### src/design/ps2mt_pkg.sv
// ps2mt_pkg: shared types, constants and helpers for the PS/2 mouse packet cursor tracker.
// Used by the channel interfaces and the top level; depends on nothing else.
`default_nettype none

package ps2mt_pkg;

	// coordinate and accumulator sizing
	localparam int COORD_BITS = 12;
	localparam int ACC_BITS   = 16;
	localparam int BOUND_W    = 13;
	localparam int POS_W      = 12;
	localparam int SUM_W      = 16;
	// a 9-bit two's complement delta, negated for Y, needs 10 bits
	localparam int DELTA_W    = 10;
	localparam int CMP_W      = (BOUND_W > COORD_BITS) ? BOUND_W : COORD_BITS + 1;

	// reset values
	localparam logic [BOUND_W-1:0]    BOUND_X_RST  = BOUND_W'(1024);
	localparam logic [BOUND_W-1:0]    BOUND_Y_RST  = BOUND_W'(768);
	localparam logic [COORD_BITS-1:0] CURSOR_X_RST = COORD_BITS'(512);
	localparam logic [COORD_BITS-1:0] CURSOR_Y_RST = COORD_BITS'(384);

	// head byte bit positions
	localparam int HEAD_SYNC_BIT = 3;
	localparam int HEAD_XSGN_BIT = 4;
	localparam int HEAD_YSGN_BIT = 5;

	// configuration register indexes
	typedef enum logic [0:0] {
		REG_BOUND_X = 1'b0,
		REG_BOUND_Y = 1'b1
	} cfg_reg_t;

	// input action codes
	typedef enum logic [0:0] {
		ACT_BYTE = 1'b0,
		ACT_READ = 1'b1
	} action_t;

	typedef struct packed {
		logic       action;
		logic       aux_flag;
		logic [7:0] rx_byte;
	} in_word_t;

	typedef struct packed {
		logic [POS_W-1:0]        pos_x;
		logic [POS_W-1:0]        pos_y;
		logic                    btn_left;
		logic                    btn_right;
		logic                    btn_middle;
		logic signed [SUM_W-1:0] sum_dx;
		logic signed [SUM_W-1:0] sum_dy;
		logic                    packet_done;
	} out_word_t;

	// largest legal position for a bound: 0 acts as 1, above full range acts as full range
	function automatic logic [COORD_BITS-1:0] max_pos(input logic [BOUND_W-1:0] bound);
		logic [CMP_W-1:0] b_ext;
		logic [CMP_W-1:0] lim;
		b_ext = CMP_W'(bound);
		lim   = CMP_W'(1) << COORD_BITS;
		if (bound == '0)
			max_pos = '0;
		else if (b_ext >= lim)
			max_pos = '1;
		else
			max_pos = COORD_BITS'(bound - BOUND_W'(1));
	endfunction

endpackage

`default_nettype wire

### src/design/ps2mt_if.sv
// ps2mt channel interfaces: valid/ready channels for bytes, results and config writes.
// Payload types come from ps2mt_pkg.
`default_nettype none

interface ps2mt_in_if;
	logic                valid;
	logic                ready;
	ps2mt_pkg::in_word_t data;
	modport source (output valid, output data, input ready);
	modport sink   (input valid, input data, output ready);
endinterface

interface ps2mt_out_if;
	logic                 valid;
	logic                 ready;
	ps2mt_pkg::out_word_t data;
	modport source (output valid, output data, input ready);
	modport sink   (input valid, input data, output ready);
endinterface

interface ps2mt_cfg_if;
	logic                              valid;
	logic                              ready;
	logic [0:0]                        index;
	logic [ps2mt_pkg::BOUND_W-1:0]     data;
	modport source (output valid, output index, output data, input ready);
	modport sink   (input valid, input index, input data, output ready);
endinterface

`default_nettype wire

### src/design/ps2_mouse_packet_cursor_tracker.sv
// ps2_mouse_packet_cursor_tracker: top level, packet framing, cursor and accumulator update.
// Depends on ps2mt_pkg and the interfaces in ps2mt_if.sv.
//
// Usage:
//   byte_ch carries one word per controller event: action, aux_flag, rx_byte.
//   action 0 feeds a controller byte (ignored unless aux_flag); three aux bytes form a
//   packet, the first only taken when its bit 3 is set. action 1 reports the state and
//   clears the accumulated deltas. Every accepted word gives exactly one word on result_ch
//   with the clamped cursor, buttons, accumulated deltas and a packet_done flag.
//   cfg writes bound_x (index 0) and bound_y (index 1); it is always ready. The user
//   must see that it is written only while the block is idle; the block does not enforce
//   this. The stored cursor is clamped to the bounds on every word.
// Pipeline and throughput:
//   a word is registered in the input register on acceptance, its result in the result
//   register. One word per cycle is sustained while result_ch is ready; the single update
//   stage from input register to result register sets that figure.
// Reset:
//   arst_n clears framing, buttons and accumulators, centers the cursor at 512/384 and
//   restores the bounds to 1024/768. No clearing pass is needed.
// Stall:
//   while result_ch is not ready the result register holds; one more word can wait in the
//   input register, after which byte_ch.ready drops until the result is taken.
`default_nettype none

module ps2_mouse_packet_cursor_tracker (
	input  wire           clk,
	input  wire           arst_n,
	ps2mt_in_if.sink      byte_ch,
	ps2mt_out_if.source   result_ch,
	ps2mt_cfg_if.sink     cfg
);

	localparam int CB = ps2mt_pkg::COORD_BITS;
	localparam int AB = ps2mt_pkg::ACC_BITS;
	localparam int DW = ps2mt_pkg::DELTA_W;
	localparam int PW = CB + 2;

	typedef enum logic [1:0] {
		PH_HEAD  = 2'd0,
		PH_XMOVE = 2'd1,
		PH_YMOVE = 2'd2
	} phase_t;

	// configuration registers
	logic [ps2mt_pkg::BOUND_W-1:0] bound_x_q;
	logic [ps2mt_pkg::BOUND_W-1:0] bound_y_q;

	// input register
	logic                           valid_s1;
	ps2mt_pkg::in_word_t            word_s1;

	// block state
	phase_t                         phase_q;
	logic [7:0]                     head_q;
	logic [7:0]                     xmove_q;
	logic [CB-1:0]                  cursor_x_q;
	logic [CB-1:0]                  cursor_y_q;
	logic [2:0]                     buttons_q;
	logic signed [AB-1:0]           acc_dx_q;
	logic signed [AB-1:0]           acc_dy_q;

	// result register
	logic                           out_valid_q;
	ps2mt_pkg::out_word_t           out_data_q;

	// next-state values
	logic                           advance;
	logic [CB-1:0]                  max_x;
	logic [CB-1:0]                  max_y;
	logic [CB-1:0]                  cx_clamp;
	logic [CB-1:0]                  cy_clamp;
	logic signed [DW-1:0]           dx;
	logic signed [DW-1:0]           dy;
	logic [CB-1:0]                  cx_move;
	logic [CB-1:0]                  cy_move;
	logic signed [AB-1:0]           acc_dx_move;
	logic signed [AB-1:0]           acc_dy_move;
	phase_t                         phase_nx;
	logic [7:0]                     head_nx;
	logic [7:0]                     xmove_nx;
	logic [CB-1:0]                  cursor_x_nx;
	logic [CB-1:0]                  cursor_y_nx;
	logic [2:0]                     buttons_nx;
	logic signed [AB-1:0]           acc_dx_nx;
	logic signed [AB-1:0]           acc_dy_nx;
	logic signed [AB-1:0]           rep_dx;
	logic signed [AB-1:0]           rep_dy;
	logic                           done_nx;
	ps2mt_pkg::out_word_t           result_nx;

	// position plus delta, clamped to [0, max]
	function automatic logic [CB-1:0] step_pos(input logic [CB-1:0] p,
			input logic signed [DW-1:0] d, input logic [CB-1:0] mx);
		logic signed [PW-1:0] sum;
		sum = signed'({2'b00, p}) + PW'(d);
		if (sum < 0)
			step_pos = '0;
		else if (sum > signed'({2'b00, mx}))
			step_pos = mx;
		else
			step_pos = sum[CB-1:0];
	endfunction

	// saturating accumulate at the signed accumulator range
	function automatic logic signed [AB-1:0] sat_add(input logic signed [AB-1:0] a,
			input logic signed [DW-1:0] d);
		logic signed [AB:0] sum;
		sum = (AB+1)'(a) + (AB+1)'(d);
		if (sum[AB] != sum[AB-1])
			sat_add = sum[AB] ? {1'b1, {(AB-1){1'b0}}} : {1'b0, {(AB-1){1'b1}}};
		else
			sat_add = sum[AB-1:0];
	endfunction

	// low result bits of an accumulator, sign extended when it is narrower
	function automatic logic [ps2mt_pkg::SUM_W-1:0] to_sum(input logic signed [AB-1:0] a);
		logic signed [31:0] ext;
		ext = 32'(a);
		to_sum = ext[ps2mt_pkg::SUM_W-1:0];
	endfunction

	// handshakes
	assign advance       = valid_s1 && (!out_valid_q || result_ch.ready);
	assign byte_ch.ready = !valid_s1 || advance;
	assign cfg.ready     = 1'b1;
	assign result_ch.valid = out_valid_q;
	assign result_ch.data  = out_data_q;

	// bounds clamp of the stored cursor
	assign max_x    = ps2mt_pkg::max_pos(bound_x_q);
	assign max_y    = ps2mt_pkg::max_pos(bound_y_q);
	assign cx_clamp = (cursor_x_q > max_x) ? max_x : cursor_x_q;
	assign cy_clamp = (cursor_y_q > max_y) ? max_y : cursor_y_q;

	// packet deltas: sign bit over movement byte, Y inverted
	assign dx = DW'(signed'({head_q[ps2mt_pkg::HEAD_XSGN_BIT], xmove_q}));
	assign dy = -DW'(signed'({head_q[ps2mt_pkg::HEAD_YSGN_BIT], word_s1.rx_byte}));

	assign cx_move     = step_pos(cx_clamp, dx, max_x);
	assign cy_move     = step_pos(cy_clamp, dy, max_y);
	assign acc_dx_move = sat_add(acc_dx_q, dx);
	assign acc_dy_move = sat_add(acc_dy_q, dy);

	// per-word update
	always_comb begin
		phase_nx    = phase_q;
		head_nx     = head_q;
		xmove_nx    = xmove_q;
		cursor_x_nx = cx_clamp;
		cursor_y_nx = cy_clamp;
		buttons_nx  = buttons_q;
		acc_dx_nx   = acc_dx_q;
		acc_dy_nx   = acc_dy_q;
		done_nx     = 1'b0;
		rep_dx      = acc_dx_q;
		rep_dy      = acc_dy_q;
		if (word_s1.action == ps2mt_pkg::ACT_READ) begin
			acc_dx_nx = '0;
			acc_dy_nx = '0;
		end else begin
			if (word_s1.aux_flag) begin
				unique case (phase_q)
					PH_XMOVE: begin
						xmove_nx = word_s1.rx_byte;
						phase_nx = PH_YMOVE;
					end
					PH_YMOVE: begin
						phase_nx    = PH_HEAD;
						buttons_nx  = head_q[2:0];
						acc_dx_nx   = acc_dx_move;
						acc_dy_nx   = acc_dy_move;
						cursor_x_nx = cx_move;
						cursor_y_nx = cy_move;
						done_nx     = 1'b1;
					end
					default: begin
						head_nx  = word_s1.rx_byte;
						phase_nx = word_s1.rx_byte[ps2mt_pkg::HEAD_SYNC_BIT] ? PH_XMOVE
							: PH_HEAD;
					end
				endcase
			end
			rep_dx = acc_dx_nx;
			rep_dy = acc_dy_nx;
		end
	end

	// result word
	always_comb begin
		result_nx.pos_x       = ps2mt_pkg::POS_W'(cursor_x_nx);
		result_nx.pos_y       = ps2mt_pkg::POS_W'(cursor_y_nx);
		result_nx.btn_left    = buttons_nx[0];
		result_nx.btn_right   = buttons_nx[1];
		result_nx.btn_middle  = buttons_nx[2];
		result_nx.sum_dx      = to_sum(rep_dx);
		result_nx.sum_dy      = to_sum(rep_dy);
		result_nx.packet_done = done_nx;
	end

	// configuration writes
	always_ff @(posedge clk or negedge arst_n) begin
		if (!arst_n) begin
			bound_x_q <= ps2mt_pkg::BOUND_X_RST;
			bound_y_q <= ps2mt_pkg::BOUND_Y_RST;
		end else if (cfg.valid) begin
			unique case (ps2mt_pkg::cfg_reg_t'(cfg.index))
				ps2mt_pkg::REG_BOUND_X: bound_x_q <= cfg.data;
				ps2mt_pkg::REG_BOUND_Y: bound_y_q <= cfg.data;
				default: ;
			endcase
		end
	end

	// input register payload
	always_ff @(posedge clk) begin
		if (byte_ch.valid && byte_ch.ready)
			word_s1 <= byte_ch.data;
	end

	// state and result register
	always_ff @(posedge clk or negedge arst_n) begin
		if (!arst_n) begin
			valid_s1    <= 1'b0;
			out_valid_q <= 1'b0;
			phase_q     <= PH_HEAD;
			head_q      <= '0;
			xmove_q     <= '0;
			cursor_x_q  <= ps2mt_pkg::CURSOR_X_RST;
			cursor_y_q  <= ps2mt_pkg::CURSOR_Y_RST;
			buttons_q   <= '0;
			acc_dx_q    <= '0;
			acc_dy_q    <= '0;
		end else begin
			if (byte_ch.ready)
				valid_s1 <= byte_ch.valid;
			if (advance) begin
				phase_q     <= phase_nx;
				head_q      <= head_nx;
				xmove_q     <= xmove_nx;
				cursor_x_q  <= cursor_x_nx;
				cursor_y_q  <= cursor_y_nx;
				buttons_q   <= buttons_nx;
				acc_dx_q    <= acc_dx_nx;
				acc_dy_q    <= acc_dy_nx;
				out_valid_q <= 1'b1;
			end else if (result_ch.ready) begin
				out_valid_q <= 1'b0;
			end
		end
	end

	// result payload
	always_ff @(posedge clk) begin
		if (advance)
			out_data_q <= result_nx;
	end

	// a word held in the result register that closed a packet leaves framing at the head
	a_done_head: assert property (@(posedge clk) disable iff (!arst_n)
		out_valid_q && out_data_q.packet_done |-> phase_q == PH_HEAD)
		else $error("packet_done result without framing back at head");

	// a read never closes a packet and leaves the accumulators cleared
	a_read_clears: assert property (@(posedge clk) disable iff (!arst_n)
		advance && word_s1.action == ps2mt_pkg::ACT_READ |=>
		!out_data_q.packet_done && acc_dx_q == '0 && acc_dy_q == '0)
		else $error("read did not clear accumulators");

	// an empty result register never blocks the input side
	a_ready_free: assert property (@(posedge clk) disable iff (!arst_n)
		!out_valid_q |-> byte_ch.ready)
		else $error("input stalled with empty result register");

	// a pending word moves on whenever the receiver takes the result
	a_drain: assert property (@(posedge clk) disable iff (!arst_n)
		valid_s1 && result_ch.ready |=> out_valid_q)
		else $error("pending word not moved to result register");

endmodule

`default_nettype wire

### src/flat_wrapper.sv
// flat-port wrapper written by rule: the top's interface ports become plain ports
module ps2_mouse_packet_cursor_tracker_flat 
  (clk, arst_n, byte_ch_valid, byte_ch_data, byte_ch_ready, result_ch_valid, result_ch_data, result_ch_ready, cfg_valid, cfg_index, cfg_data, cfg_ready);
  ps2mt_in_if byte_ch_i ();
  ps2mt_out_if result_ch_i ();
  ps2mt_cfg_if cfg_i ();
  input  wire clk;
  input  wire arst_n;
  input wire logic [$bits(byte_ch_i.valid)-1:0] byte_ch_valid;
  input wire logic [$bits(byte_ch_i.data)-1:0] byte_ch_data;
  output wire logic [$bits(byte_ch_i.ready)-1:0] byte_ch_ready;
  output wire logic [$bits(result_ch_i.valid)-1:0] result_ch_valid;
  output wire logic [$bits(result_ch_i.data)-1:0] result_ch_data;
  input wire logic [$bits(result_ch_i.ready)-1:0] result_ch_ready;
  input wire logic [$bits(cfg_i.valid)-1:0] cfg_valid;
  input wire logic [$bits(cfg_i.index)-1:0] cfg_index;
  input wire logic [$bits(cfg_i.data)-1:0] cfg_data;
  output wire logic [$bits(cfg_i.ready)-1:0] cfg_ready;
  assign byte_ch_i.valid = byte_ch_valid;
  assign byte_ch_i.data = byte_ch_data;
  assign byte_ch_ready = byte_ch_i.ready;
  assign result_ch_valid = result_ch_i.valid;
  assign result_ch_data = result_ch_i.data;
  assign result_ch_i.ready = result_ch_ready;
  assign cfg_i.valid = cfg_valid;
  assign cfg_i.index = cfg_index;
  assign cfg_i.data = cfg_data;
  assign cfg_ready = cfg_i.ready;
  ps2_mouse_packet_cursor_tracker u_core (.clk(clk), .arst_n(arst_n), .byte_ch(byte_ch_i), .result_ch(result_ch_i), .cfg(cfg_i));
endmodule
### config.mk
export PLATFORM = sky130hd
export DESIGN_NAME = ps2_mouse_packet_cursor_tracker_flat
export DESIGN_NICKNAME = d
export VERILOG_FILES = /design/src/design/ps2mt_pkg.sv /design/src/design/ps2mt_if.sv /design/src/design/ps2_mouse_packet_cursor_tracker.sv /design/src/flat_wrapper.sv
export SDC_FILE = /design/constraint.sdc
export NUM_CORES = 1
export LEC_CHECK = 0
export ABC_AREA = 1
export BUFFER_PORTS_ARGS = -buffer_cell sky130_fd_sc_hd__clkbuf_2
export CAP_MARGIN = 20
export CORE_UTILIZATION = 45
export CTS_BUF_LIST = sky130_fd_sc_hd__clkbuf_2 sky130_fd_sc_hd__clkbuf_4 sky130_fd_sc_hd__clkbuf_8
export CTS_CLUSTER_SIZE = 14
export DETAILED_ROUTE_END_ITERATION = 6
export GPL_ROUTABILITY_DRIVEN = 0
export PLACE_DENSITY = 0.61
export SKIP_CTS_REPAIR_TIMING = 1
export SYNTH_ARGS = -nofsm -noshare
export SYNTH_HDL_FRONTEND = slang
export SYNTH_SLANG_ARGS = --single-unit
### constraint.sdc
create_clock -name clk -period 4.9 [get_ports clk]
set_input_delay 0.49 -clock clk [delete_from_list [all_inputs] [get_ports clk]]
set_output_delay 0.49 -clock clk [all_outputs]
set_load 0.005 [all_outputs]
Yosys cells after proc, flatten, opt, wreduce, memory -nomap -nowiden --
Index checks and enable logic that the tools add are counted.
Operators by class: reduce and logical (&&, ||, !) cells 16, $lt $le $gt $ge 8, add/subtract/negate cells 7, mux-type cells 36, equal/unequal tests 4, bitwise gates (word level) 4
Operator list (number):
- 12-bit 2-to-1 mux | 16
- 16-bit 2-to-1 mux | 12
- 14-bit by 13-bit greater-than comparator with 1-bit output | 2
- 14-bit by 1-bit less-than comparator with 1-bit output, second input constant | 2
- 13-bit >= comparator, second input constant | 2
- 13-bit zero test | 2
- 12-bit greater-than comparator | 2
- 12-bit by 1-bit subtractor with 12-bit output, second input constant | 2
- 16-bit by 10-bit adder with 17-bit output | 1
- 16-bit by 9-bit adder with 17-bit output | 1
- 13-bit by 10-bit adder with 14-bit output | 1
- 13-bit by 9-bit adder with 14-bit output | 1
- 9-bit negation with 10-bit output | 1
- 3-bit 2-to-1 mux | 3
- 4-bit AND reduction | 2
- 1-bit 2-to-1 mux | 4
- 1-bit inverter | 4
- 2-bit case mux with 2 select lines | 1
- 2-bit AND reduction | 2
- 2-bit OR reduction | 2
- 3-bit AND reduction | 1
- 2-bit by 1-bit equality test with 1-bit output, second input constant | 1
- 2-bit equality test, second input constant | 1
- 1-bit logical AND | 2
- 4 further kinds | 7
Storage, ports and cells: logic and storage cells 98, input bits 29, output and inout bits 63, flip-flop bits (word level) 173

Depth between registers and ports, before layout --
Gate-level depths: netlist (run 1).
depth in word-level cells 12, mapped depth 46, mapped depth without buffers 44

Least setup slack after synthesis (run 1) --
OpenSTA, ideal clock, no wires.
path type reg-to-reg, start point reg u_core.bound_y_q[0] in the netlist's numbering, end point reg u_core.out_data_q (netlist bit u_core.result_ch.data[37]) (data pin), arrival time 5147 ps, setup time 262 ps, data required time 4638 ps, period minus slack after synthesis 5409 ps, cell stages (with the launch flop) 37, setup slack -509 ps, path buffers 2, cell sequence dfrtp_1 -> inv_1 -> ha_1 -> nand2_1 -> nor2_2 -> inv_1 -> nor2_1 -> inv_1 -> o311ai_0 -> nand2_1 -> ha_1 -> nand4_1 -> o41ai_2 -> buf_2 -> nand2_1 -> o21ai_0 -> ha_1 -> inv_1 -> fa_1 -> inv_1 -> nand3_1 -> nand2_1 -> nand2_1 -> nand2_1 -> nand2_1 -> nand2_1 -> xor2_1 -> inv_1 -> ha_1 -> nand2_1 -> inv_1 -> nand3_1 -> o21ai_0 -> nand2_4 -> buf_6 -> o211ai_2 -> nand2_1
On the way: cells in the longest elaborated chain, start to end 12, elaborated cells on any way between the ends 15, those cells by class add/sub: 2; order compare: 4; mux: 8; reduce/logical: 1
RTL lines:
- from (decl) | line ps2_mouse_packet_cursor_tracker.sv:46 | logic [ps2mt_pkg::BOUND_W-1:0] bound_y_q;
- from (signal assigned) | line ps2_mouse_packet_cursor_tracker.sv:204 | bound_y_q <= ps2mt_pkg::BOUND_Y_RST;
- from (signal assigned) | line ps2_mouse_packet_cursor_tracker.sv:208 | ps2mt_pkg::REG_BOUND_Y: bound_y_q <= cfg.data;
- 12-bit by 1-bit subtractor with 12-bit output or 13-bit >= comparator (tied branches) | line ps2mt_pkg.sv:68, ps2mt_pkg.sv:65
- 12-bit 2-to-1 mux | line ps2mt_pkg.sv:65 | else if (b_ext >= lim)
- 12-bit 2-to-1 mux * | line ps2mt_pkg.sv:63 | if (bound == '0)
- 12-bit greater-than comparator | line ps2_mouse_packet_cursor_tracker.sv:133 | assign cy_clamp = (cursor_y_q > max_y) ? max_y : cursor_y_q;
- 12-bit 2-to-1 mux | line ps2_mouse_packet_cursor_tracker.sv:133
- 13-bit by 10-bit adder with 14-bit output | line ps2_mouse_packet_cursor_tracker.sv:95 | sum = signed'({2'b00, p}) + PW'(d);
- 14-bit by 13-bit greater-than comparator with 1-bit output | line ps2_mouse_packet_cursor_tracker.sv:98 | else if (sum > signed'({2'b00, mx}))
- 12-bit 2-to-1 mux | line ps2_mouse_packet_cursor_tracker.sv:98
- 12-bit 2-to-1 mux | line ps2_mouse_packet_cursor_tracker.sv:96 | if (sum < 0)
- 12-bit 2-to-1 mux | line ps2_mouse_packet_cursor_tracker.sv:162 | unique case (phase_q)
- 12-bit 2-to-1 mux | line ps2_mouse_packet_cursor_tracker.sv:161 | if (word_s1.aux_flag) begin
- 12-bit 2-to-1 mux * | line ps2_mouse_packet_cursor_tracker.sv:157 | if (word_s1.action == ps2mt_pkg::ACT_READ) begin
- net u_core.cursor_y_nx[1] | line ps2_mouse_packet_cursor_tracker.sv:82 | logic [CB-1:0] cursor_y_nx;
- to (signal assigned) | line ps2_mouse_packet_cursor_tracker.sv:255 | out_data_q <= result_nx;
- to (decl) | line ps2_mouse_packet_cursor_tracker.sv:64 | ps2mt_pkg::out_word_t out_data_q;
Mark *: on every way through the listed nets, which the timed path passes. The rest lies on a longest branch. A chain may end at the register's enable or synchronous reset.

Worst setup path after layout (run 1) --
start point reg u_core.bound_y_q[5] in the netlist's numbering, end point reg u_core.cursor_y_q[10]
On the way: cells in the longest elaborated chain, start to end 12, elaborated cells on any way between the ends 15, those cells by class add/sub: 2; order compare: 4; mux: 8; reduce/logical: 1
RTL lines:
- 12-bit by 1-bit subtractor with 12-bit output or 13-bit >= comparator (tied branches) | line ps2mt_pkg.sv:68, ps2mt_pkg.sv:65
- 12-bit 2-to-1 mux | line ps2mt_pkg.sv:65
- 12-bit 2-to-1 mux * | line ps2mt_pkg.sv:63
- 12-bit greater-than comparator | line ps2_mouse_packet_cursor_tracker.sv:133
- 12-bit 2-to-1 mux | line ps2_mouse_packet_cursor_tracker.sv:133
- 13-bit by 10-bit adder with 14-bit output | line ps2_mouse_packet_cursor_tracker.sv:95
- 14-bit by 13-bit greater-than comparator with 1-bit output | line ps2_mouse_packet_cursor_tracker.sv:98
- 12-bit 2-to-1 mux | line ps2_mouse_packet_cursor_tracker.sv:98
- 12-bit 2-to-1 mux | line ps2_mouse_packet_cursor_tracker.sv:96
- 12-bit 2-to-1 mux | line ps2_mouse_packet_cursor_tracker.sv:162
- 12-bit 2-to-1 mux | line ps2_mouse_packet_cursor_tracker.sv:161
- 12-bit 2-to-1 mux * | line ps2_mouse_packet_cursor_tracker.sv:157
- net u_core.cursor_y_nx[10] | line ps2_mouse_packet_cursor_tracker.sv:82
- to (signal assigned) | line ps2_mouse_packet_cursor_tracker.sv:229 | cursor_y_q <= ps2mt_pkg::CURSOR_Y_RST;
- to (signal assigned) | line ps2_mouse_packet_cursor_tracker.sv:241 | cursor_y_q <= cursor_y_nx;
- to (decl) | line ps2_mouse_packet_cursor_tracker.sv:57 | logic [CB-1:0] cursor_y_q;
Marks and branches as above.

==> out/summary.txt, run 1 <==
Buffer and inverter count on the worst path -> 9
Ant diodes -> 0
MaxCap Viol Count -> 0
Post-synth cell types -> 59
Worst Path Required -> 5.33 ns
Die H -> 171 µm
Routed vias -> 12,160
Synth warn -> 0
Setup Crit Path Kind -> reg2reg
CP Max Fanout -> 6
H-tree depth -> 4
EDFF count, synth -> 70
CP Launch Type -> flop
Final ANT Viol Nets -> 0
Post-DP HPWL -> 24,900 µm
Commonest non-fill, non-tap cell in the layout -> nand2_1
Syn Inst Count -> 1,693
Die ar. -> 29,300 µm²
Total gr overflow -> 0
Worst skew pair latency -> 0.50 ns
Initial Util -> 46.0%
Die width -> 171 µm
TNS Setup -> -33.78 ns
Adder-cell share of the synthesized area -> 11.8%
CTS sink cnt -> 172
Worst r2r src -> u_core.bound_y_q[5]
Vias in the first global route -> 11,089
DR DRC count -> 0
Hold Slack -> 0.148 ns
Dpl cell area -> 15,000 µm²
Highest metal used -> met4
Pins Over Slew Limit -> 0
Relative slew slack -> 35.2%
Post-synthesis register bit count -> 172
CP peak stage delay -> 0.40 ns
Io pins -> 92
Xor/xnor share of the synthesized area -> 3.82%
Worst reg2reg setup slack -> -0.97 ns
Most frequent cells in the layout -> nand2_1 (552), buf_4 (207), inv_1 (134)
Sequential area share after synthesis -> 36.1%
CP endpoint kind -> flop
Critical Path AT -> 6.29 ns
Reg2reg end -> u_core.cursor_y_q[10]
Final min period -> 5.87 ns
Failing checks -> setup timing
Final hold viol count -> 0
WL final -> 36,100 µm
RSZ-0062 raised after global routing -> true
Compound-Gate Fraction of Synth Area -> 10.5%
Setup WS post-layout -> -0.967 ns
Syn_area_per_cell -> 7.62 µm²
Largest net degree at the start of global routing -> 79
Status -> finished, violations left
Achievable frequency -> 170 MHz
Clock Pin Slew Worst Setup and Hold Paths -> 0.10 ns
Core Region -> 28,000 µm²
DR WL met2 -> 17,400 µm
Placed cells -> 2,289
Routed met3 length -> 1110 µm
Initial antenna violation count -> 0
M1 wire length -> 16,600 µm
Synth Area in Simple Gates -> 30.4%
Layout cell share with drive strength beyond 1 -> 32.6%
Routed WL per cell -> 15.3 µm
First-pass GRT wire length -> 55,000 µm
Final worst-path cycle share -> 120%
R2R depth -> 41
Area growth, synth to finish -> 30.7%
Final setup violation count -> 48
GRT Overall Usage -> 23.7%
Worst-Margin Slew -> 0.972 ns
Initial DRC count -> 894
CTS max path bufs -> 2
Post-synthesis instance area -> 12,900 µm²
Vias/cell -> 5.14
CP top delay family -> simple AND/OR/NAND/NOR gates
Skew final -> 0.0220 ns
Multiplexer area fraction after synthesis -> 0%
CTS Buf Count -> 17
Ys async rst share -> 59.3%
Worst Hold Class -> in2async
Top FF cell, synth -> dfrtp_1
Site Rows -> 61
Router iterations before antenna repair -> 5
Layout Cell Area excl Fill -> 16,900 µm²
Combinational family with the most area after synthesis -> simple AND/OR/NAND/NOR gates
Post-Syn Nets -> 1,841
Final net count -> 2,122
Most used cell, CP -> nand2_2
Clock root buffer -> clkbuf_8
Buffers on Ports -> 90
CTS tree -> built
CP max-delay cell -> dfrtp_1
Layout Cells excl Fill -> 2,365
-- per-layer routing --
layer	up-vias	global-route usage [%]
li1	6132	-
met1	5720	31.5
met2	233	39.6
met3	75	3.22
met4	0	7.80
met5	-	0
-- flip-flops by register name, indices dropped and copies added, names as in the netlist --
signal	cells
u_core.acc_dx_q	16
u_core.acc_dy_q	16
u_core.bound_x_q	13
u_core.bound_y_q	13
u_core.buttons_q	3
u_core.cursor_x_q	12
u_core.cursor_y_q	12
u_core.head_q	5
u_core.phase_q	2
u_core.result_ch.data	60
u_core.result_ch.valid	1
u_core.valid_s1	1
u_core.word_s1	10
u_core.xmove_q	8
-- worst max-delay path by stage --
| stage | startpoint | cells after the start | to | slack [ns] |
|---|---|---|---|---|
| 6_report | u_core.bound_y_q[5] | 41 | u_core.cursor_y_q[10] | -0.97 |
| 2_1_floorplan | u_core.bound_y_q[0] | 42 | u_core.result_ch.data[37] | -0.25 |
| 4_1_cts | u_core.bound_y_q[0] | 34 | u_core.result_ch.data[44] | -1.06 |
| 5_1_grt | u_core.bound_y_q[5] | 41 | u_core.cursor_y_q[2] | -1.32 |
| 3_5_place_dp | u_core.bound_y_q[1] | 34 | u_core.result_ch.data[44] | -1.03 |
| 3_3_place_gp | u_core.bound_y_q[1] | 36 | u_core.result_ch.data[43] | -0.88 |
-- Yosys cell counts, types with 4 or more instances --
| master | number | share of area [%] |
|---|---|---|
| a21o_1 | 4 | 0.23 |
| a21oi_1 | 75 | 2.9 |
| a31oi_1 | 4 | 0.19 |
| buf_1 | 5 | 0.15 |
| buf_2 | 10 | 0.39 |
| buf_4 | 7 | 0.41 |
| buf_6 | 7 | 0.61 |
| clkbuf_1 | 22 | 0.64 |
| dfrtp_1 | 96 | 19 |
| dfstp_2 | 6 | 1.2 |
| edfxtp_1 | 70 | 16 |
| fa_1 | 4 | 0.62 |
| ha_1 | 115 | 11 |
| inv_1 | 147 | 4.3 |
| inv_2 | 16 | 0.47 |
| nand2_1 | 621 | 18 |
| nand2_2 | 19 | 0.92 |
| nand2_4 | 5 | 0.44 |
| nand3_1 | 114 | 4.4 |
| nand3_2 | 29 | 2.3 |
| nand4_1 | 20 | 0.97 |
| nor2_1 | 49 | 1.4 |
| nor2_2 | 8 | 0.39 |
| nor3_1 | 11 | 0.43 |
| o211ai_1 | 4 | 0.23 |
| o21ai_0 | 111 | 4.3 |
| o21ai_1 | 14 | 0.54 |
| o21ai_2 | 4 | 0.27 |
| o21bai_1 | 6 | 0.35 |
| o31ai_1 | 5 | 0.29 |
| xnor2_1 | 21 | 1.4 |
| xor2_1 | 29 | 2.0 |
-- stage by stage --
stage	worst slack [ns]	util, %
after global routing	-1.32	60.2
after floorplan	-0.248	-
after CTS	-1.06	55.0
after global placement	-0.883	53.5
final	-0.967	60.2
after detailed placement	-1.03	53.5
-- cell type report --
type	instances	area [µm²]
Inverter	164	634
Fill cell	2464	11200
Tap cell	378	473
Timing Repair Buffer	312	2230
Multi-Input combinational cell	1306	8450
Sequential cell	172	4660
Clock inverter	15	168
Timing Repair inverter	1	5.00
Clock buffer	17	234
-- worst register-to-register path: cells and delay by family (launching register included) --
kind	cells	cell delay, ns
compound gates	10	1.40
flops	1	0.40
buf+inv	9	1.08
xor+xnor	1	0.25
simple gates	17	1.64
fa+ha+maj	4	1.05
-- logic make-up (layout without fill, tap and decap cells) --
family,Yosys count,after routing
compound gates,241,241
xor+xnor,52,52
fa+ha+maj,119,119
buf+inv,218,509
flops,172,172
other cells,1,1
simple gates,890,893
Power of run 1 is left out: the tool's default activity adds up to more than one toggle a clock period on the data nets, which glitch-free logic cannot reach.
==> run 2, diff against run 1 <==
Settings changed: CELL_PAD_IN_SITES_DETAIL_PLACEMENT from default to 0, CELL_PAD_IN_SITES_GLOBAL_PLACEMENT from default to 2, CORE_UTILIZATION 45 to 34, PLACE_DENSITY 0.61 to 0.76.
==> out/summary.txt, run 2 (synthesized netlist as in run 1, its figures left out) <==
Skew final -> 0.0120 ns
Layout cell share with drive strength beyond 1 -> 34.5%
R2R depth -> 38
Clock root buffer -> clkbuf_8
Final net count -> 2,131
Core Region -> 37,000 µm²
Final worst-path cycle share -> 114%
Worst skew pair latency -> 0.50 ns
Worst Path Required -> 5.17 ns
WL final -> 40,000 µm
Relative slew slack -> 41.1%
CP peak stage delay -> 0.41 ns
Final ANT Viol Nets -> 0
CP top delay family -> compound AO/OA/AOI/OAI gates
Post-DP HPWL -> 29,100 µm
Die ar. -> 38,700 µm²
Critical Path AT -> 5.87 ns
Routed WL per cell -> 16.0 µm
Commonest non-fill, non-tap cell in the layout -> nand2_1
CP max-delay cell -> dfrtp_1
Worst r2r src -> u_core.bound_y_q[0]
# fillers -> 3,683
Highest metal used -> met4
Total gr overflow -> 0
Reg2reg end -> u_core.result_ch.data[43]
Buffers on Ports -> 90
CP Max Fanout -> 6
Achievable frequency -> 179 MHz
GRT Overall Usage -> 20.4%
Worst-Margin Slew -> 0.884 ns
Stages on worst setup path -> 38
Die width -> 197 µm
DR WL met2 -> 18,600 µm
Final setup violation count -> 48
Router iterations before antenna repair -> 5
Worst Hold Class -> in2async
Pins Over Slew Limit -> 0
Ant diodes -> 0
Setup Crit Path Kind -> reg2reg
Routed vias -> 11,999
Buffer and inverter count on the worst path -> 10
CTS max path bufs -> 2
M1 wire length -> 19,900 µm
Failing checks -> setup timing
Most frequent cells in the layout -> nand2_1 (549), buf_4 (206), inv_1 (124)
CTS sink cnt -> 172
CP Launch Point -> u_core.bound_y_q[0]
MaxCap Viol Count -> 0
Vias in the first global route -> 11,222
Routed met3 length -> 1010 µm
CTS tree -> built
Clock Pin Slew Worst Setup and Hold Paths -> 0.10 ns
Vias/cell -> 4.80
Final min period -> 5.59 ns
Largest net degree at the start of global routing -> 73
Initial Util -> 34.9%
RSZ-0062 raised after global routing -> true
Initial DRC count -> 582
CP endpoint -> u_core.result_ch.data[43]
Setup WS post-layout -> -0.695 ns
CP Launch Type -> flop
Worst reg2reg setup slack -> -0.69 ns
Initial antenna violation count -> 0
Max reg flops -> 60
Io pins -> 92
Area growth, synth to finish -> 34.9%
DR DRC count -> 0
TNS Setup -> -26.21 ns
CTS Buf Count -> 17
H-tree depth -> 4
Most used cell, CP -> o21ai_2
Die H -> 197 µm
First-pass GRT wire length -> 61,300 µm
CP endpoint kind -> flop
Final hold viol count -> 0
Site Rows -> 70
Status -> finished, violations left
## run 2: cell count changes in the layout (fill, tap and decap cells not counted), sizes merged, moves of 2 or more
cell    before  now
bufinv       1    3
inv        172  168
clkinv       6    8
buf        221  232
## run 2: layout make-up
cell class | count | area (µm²) | share of cell area (%)
Clock buffer | 17 | 234 | 1.34
Clock inverter | 15 | 190 | 1.09
Inverter | 164 | 628 | 3.61
Multi-Input combinational cell | 1304 | 8640 | 49.6
Sequential cell | 172 | 4660 | 26.8
Tap cell | 504 | 631 | 3.62
Timing Repair Buffer | 324 | 2410 | 13.9
## run 2: worst min path at each step
stage                     start                   to  slack [ns]
2_1_floorplan            arst_n   u_core.acc_dx_q[0]        0.19
3_3_place_gp   u_core.head_q[2]     u_core.head_q[2]        0.47
3_5_place_dp   u_core.head_q[1]     u_core.head_q[1]        0.48
4_1_cts                  arst_n   u_core.acc_dx_q[6]       0.006
5_1_grt                  arst_n  u_core.acc_dx_q[11]        0.04
6_report                 arst_n  u_core.acc_dx_q[11]        0.01
## run 2: through the flow
step	hold WS [ns]	util (%)	instance area, µm²	cells	setup slack [ns]
2_1_floorplan	0.194	-	13000	1693	-0.248
3_3_place_gp	0.471	41.2	15200	2423	-0.923
3_5_place_dp	0.476	41.2	15200	2423	-0.950
4_1_cts	0.00647	42.4	15700	2455	-0.996
5_1_grt	0.0375	47.1	17400	2500	-1.01
6_report	0.0108	47.1	17400	2500	-0.695
## run 2: layer usage
| layer | up-vias | GRT usage, % |
|---|---|---|
| met5 | - | 0 |
| met4 | 0 | 4.94 |
| met3 | 30 | 2.81 |
| met2 | 161 | 32.3 |
| met1 | 5648 | 29.1 |
| li1 | 6160 | - |
## run 2: worst reg2reg max path, delay by kind of cell, from the launching register on
family | cells | cell delay (ns)
simple gates | 13 | 1.22
xor+xnor | 1 | 0.30
compound gates | 10 | 1.31
fa+ha+maj | 4 | 1.02
buf+inv | 10 | 1.09
flops | 1 | 0.41
Power of run 2 is left out for the same reason.
==> run 3, diff against run 2 <==
Settings changed: BUFFER_PORTS_ARGS -buffer_cell sky130_fd_sc_hd__clkbuf_2 to default, CORE_UTILIZATION 34 to 36, DONT_BUFFER_PORTS from default to 1, PLACE_DENSITY 0.76 to default, PLACE_DENSITY_LB_ADDON from default to 0.1.
==> out/summary.txt, run 3 (synthesized netlist as in run 1, its figures left out) <==
Vias/cell -> 4.89
Sw Pwr -> 6.54 mW
Setup Crit Path Kind -> reg2reg
Final setup violation count -> 48
CP peak stage delay -> 0.50 ns
Pins Over Slew Limit -> 0
Pleak -> 8.22 nW
Die width -> 191 µm
Achievable frequency -> 174 MHz
Clock root buffer -> clkbuf_8
Total gr overflow -> 0
Site Rows -> 68
Critical Path AT -> 6.21 ns
Core Region -> 34,900 µm²
Worst-Margin Slew -> 0.891 ns
Post-DP HPWL -> 28,000 µm
Worst reg2reg setup slack -> -0.86 ns
Die ar. -> 36,600 µm²
Die H -> 191 µm
WL final -> 39,000 µm
CTS Buf Count -> 17
CTS tree -> built
CTS sink cnt -> 172
Routed vias -> 11,597
Final design utilization -> 47.0%
Final hold viol count -> 0
Initial antenna violation count -> 0
Worst Hold Class -> in2reg
CP Max Fanout -> 6
CP endpoint kind -> flop
Initial DRC count -> 575
DR DRC count -> 0
H-tree depth -> 4
Part of the power in registers -> 18.4%
MaxCap Viol Count -> 0
GRT Overall Usage -> 21.4%
Relative slew slack -> 40.6%
Power per cell area -> 820 nW/µm²
Most used cell, CP -> nand2_1
First-pass GRT wire length -> 60,300 µm
Final ANT Viol Nets -> 0
# fillers -> 3,577
Worst VDD drop -> 0.356 mV
Worst Path Required -> 5.35 ns
Layout cell share with drive strength beyond 1 -> 27.5%
Clock share of power -> 8.6%
Largest net degree at the start of global routing -> 103
Io pins -> 92
Final min period -> 5.76 ns
Commonest non-fill, non-tap cell in the layout -> nand2_1
Router iterations before antenna repair -> 4
Setup WS post-layout -> -0.858 ns
Hold Slack -> 0.0632 ns
Placed cells -> 2,302
RSZ-0062 raised after global routing -> true
Final worst-path cycle share -> 118%
Area growth, synth to finish -> 27.1%
Ant diodes -> 0
Final net count -> 2,052
Layout Cells excl Fill -> 2,372
Setup WS pre-CTS -> -0.927 ns
Skew final -> 0.0143 ns
Routed WL per cell -> 16.5 µm
Sw Ratio -> 48.7%
Initial Util -> 37.0%
Buffers on Ports -> 0
Int Power -> 6.90 mW
CTS max path bufs -> 2
Vias in the first global route -> 11,044
Power share of the combinational group -> 73.0%
Most frequent cells in the layout -> nand2_1 (579), buf_4 (228), inv_1 (136)
CP Launch Type -> flop
Status -> finished, violations left
Clock Pin Slew Worst Setup and Hold Paths -> 0.11 ns
Max reg flops -> 60
CP max-delay cell -> o41ai_4
Failing checks -> setup timing
Worst skew pair latency -> 0.51 ns
Total power -> 13.4 mW
run 3: changes by cell type in the layout (fill, tap and decap cells not counted), sizes merged, moves of 2 or more:
cell,previous run,this run
clkbuf,109,20
buf,232,241
clkinv,8,4
inv,168,170
run 3: layer usage:
layer  GRT usage (%)  vias to the layer above  wire length (µm)
li1                -                     6005                 -
met1            29.7                     5423             19100
met2            34.9                      134             18500
met3            3.07                       35               937
met4            4.85                        0               495
met5               0                        -                 0
run 3: area by class of cell:
type	instances	area (µm²)	area share (%)
timing repair buffer	243	1920	11.7
clock buffer	19	249	1.52
clock inverter	13	183	1.11
multi-input combinational	1306	8190	49.9
inverter	164	623	3.80
sequential	172	4660	28.4
tap	455	569	3.47
run 3: final timing paths:
path | from | endpoint | depth (start not counted)
hold reg to reg | u_core.cursor_y_q[8] | u_core.cursor_y_q[8] | 2
hold / removal | byte_ch_data[6] | u_core.word_s1[6] | 0
setup / recovery | u_core.bound_y_q[0] | u_core.cursor_y_q[8] | 41
min in group asynchronous | arst_n | u_core.acc_dx_q[9] | 2
setup reg to reg | u_core.bound_y_q[0] | u_core.cursor_y_q[8] | 41
max in group asynchronous | arst_n | u_core.bound_y_q[4] | 2
run 3: critical path, delay by kind of cell (launching register included):
kind            cells  cell delay, ns
compound gates      6            1.08
fa+ha+maj           5            1.21
buf+inv             9            1.00
flops               1            0.42
simple gates       20            1.77
xor+xnor            1            0.19
run 3: power by group through the flow:
stage / logic, mW / registers, mW / clock network [mW]
floorplan: 5.47 / 2.32 / 0
global placement: 8.16 / 2.49 / 0
detailed placement: 8.19 / 2.49 / 0
CTS: 8.25 / 2.46 / 1.20
global route: 10.9 / 2.53 / 1.25
finish: 9.82 / 2.47 / 1.16
run 3: metrics by stage:
stage	cell area (µm²)	setup TNS (ns)
3_3_place_gp	14800	-37.11
6_report	16400	-35.27
4_1_cts	15300	-42.06
2_1_floorplan	13000	-5.80
5_1_grt	16400	-53.60
3_5_place_dp	14800	-39.16
(Power assumes the default switching activity.)
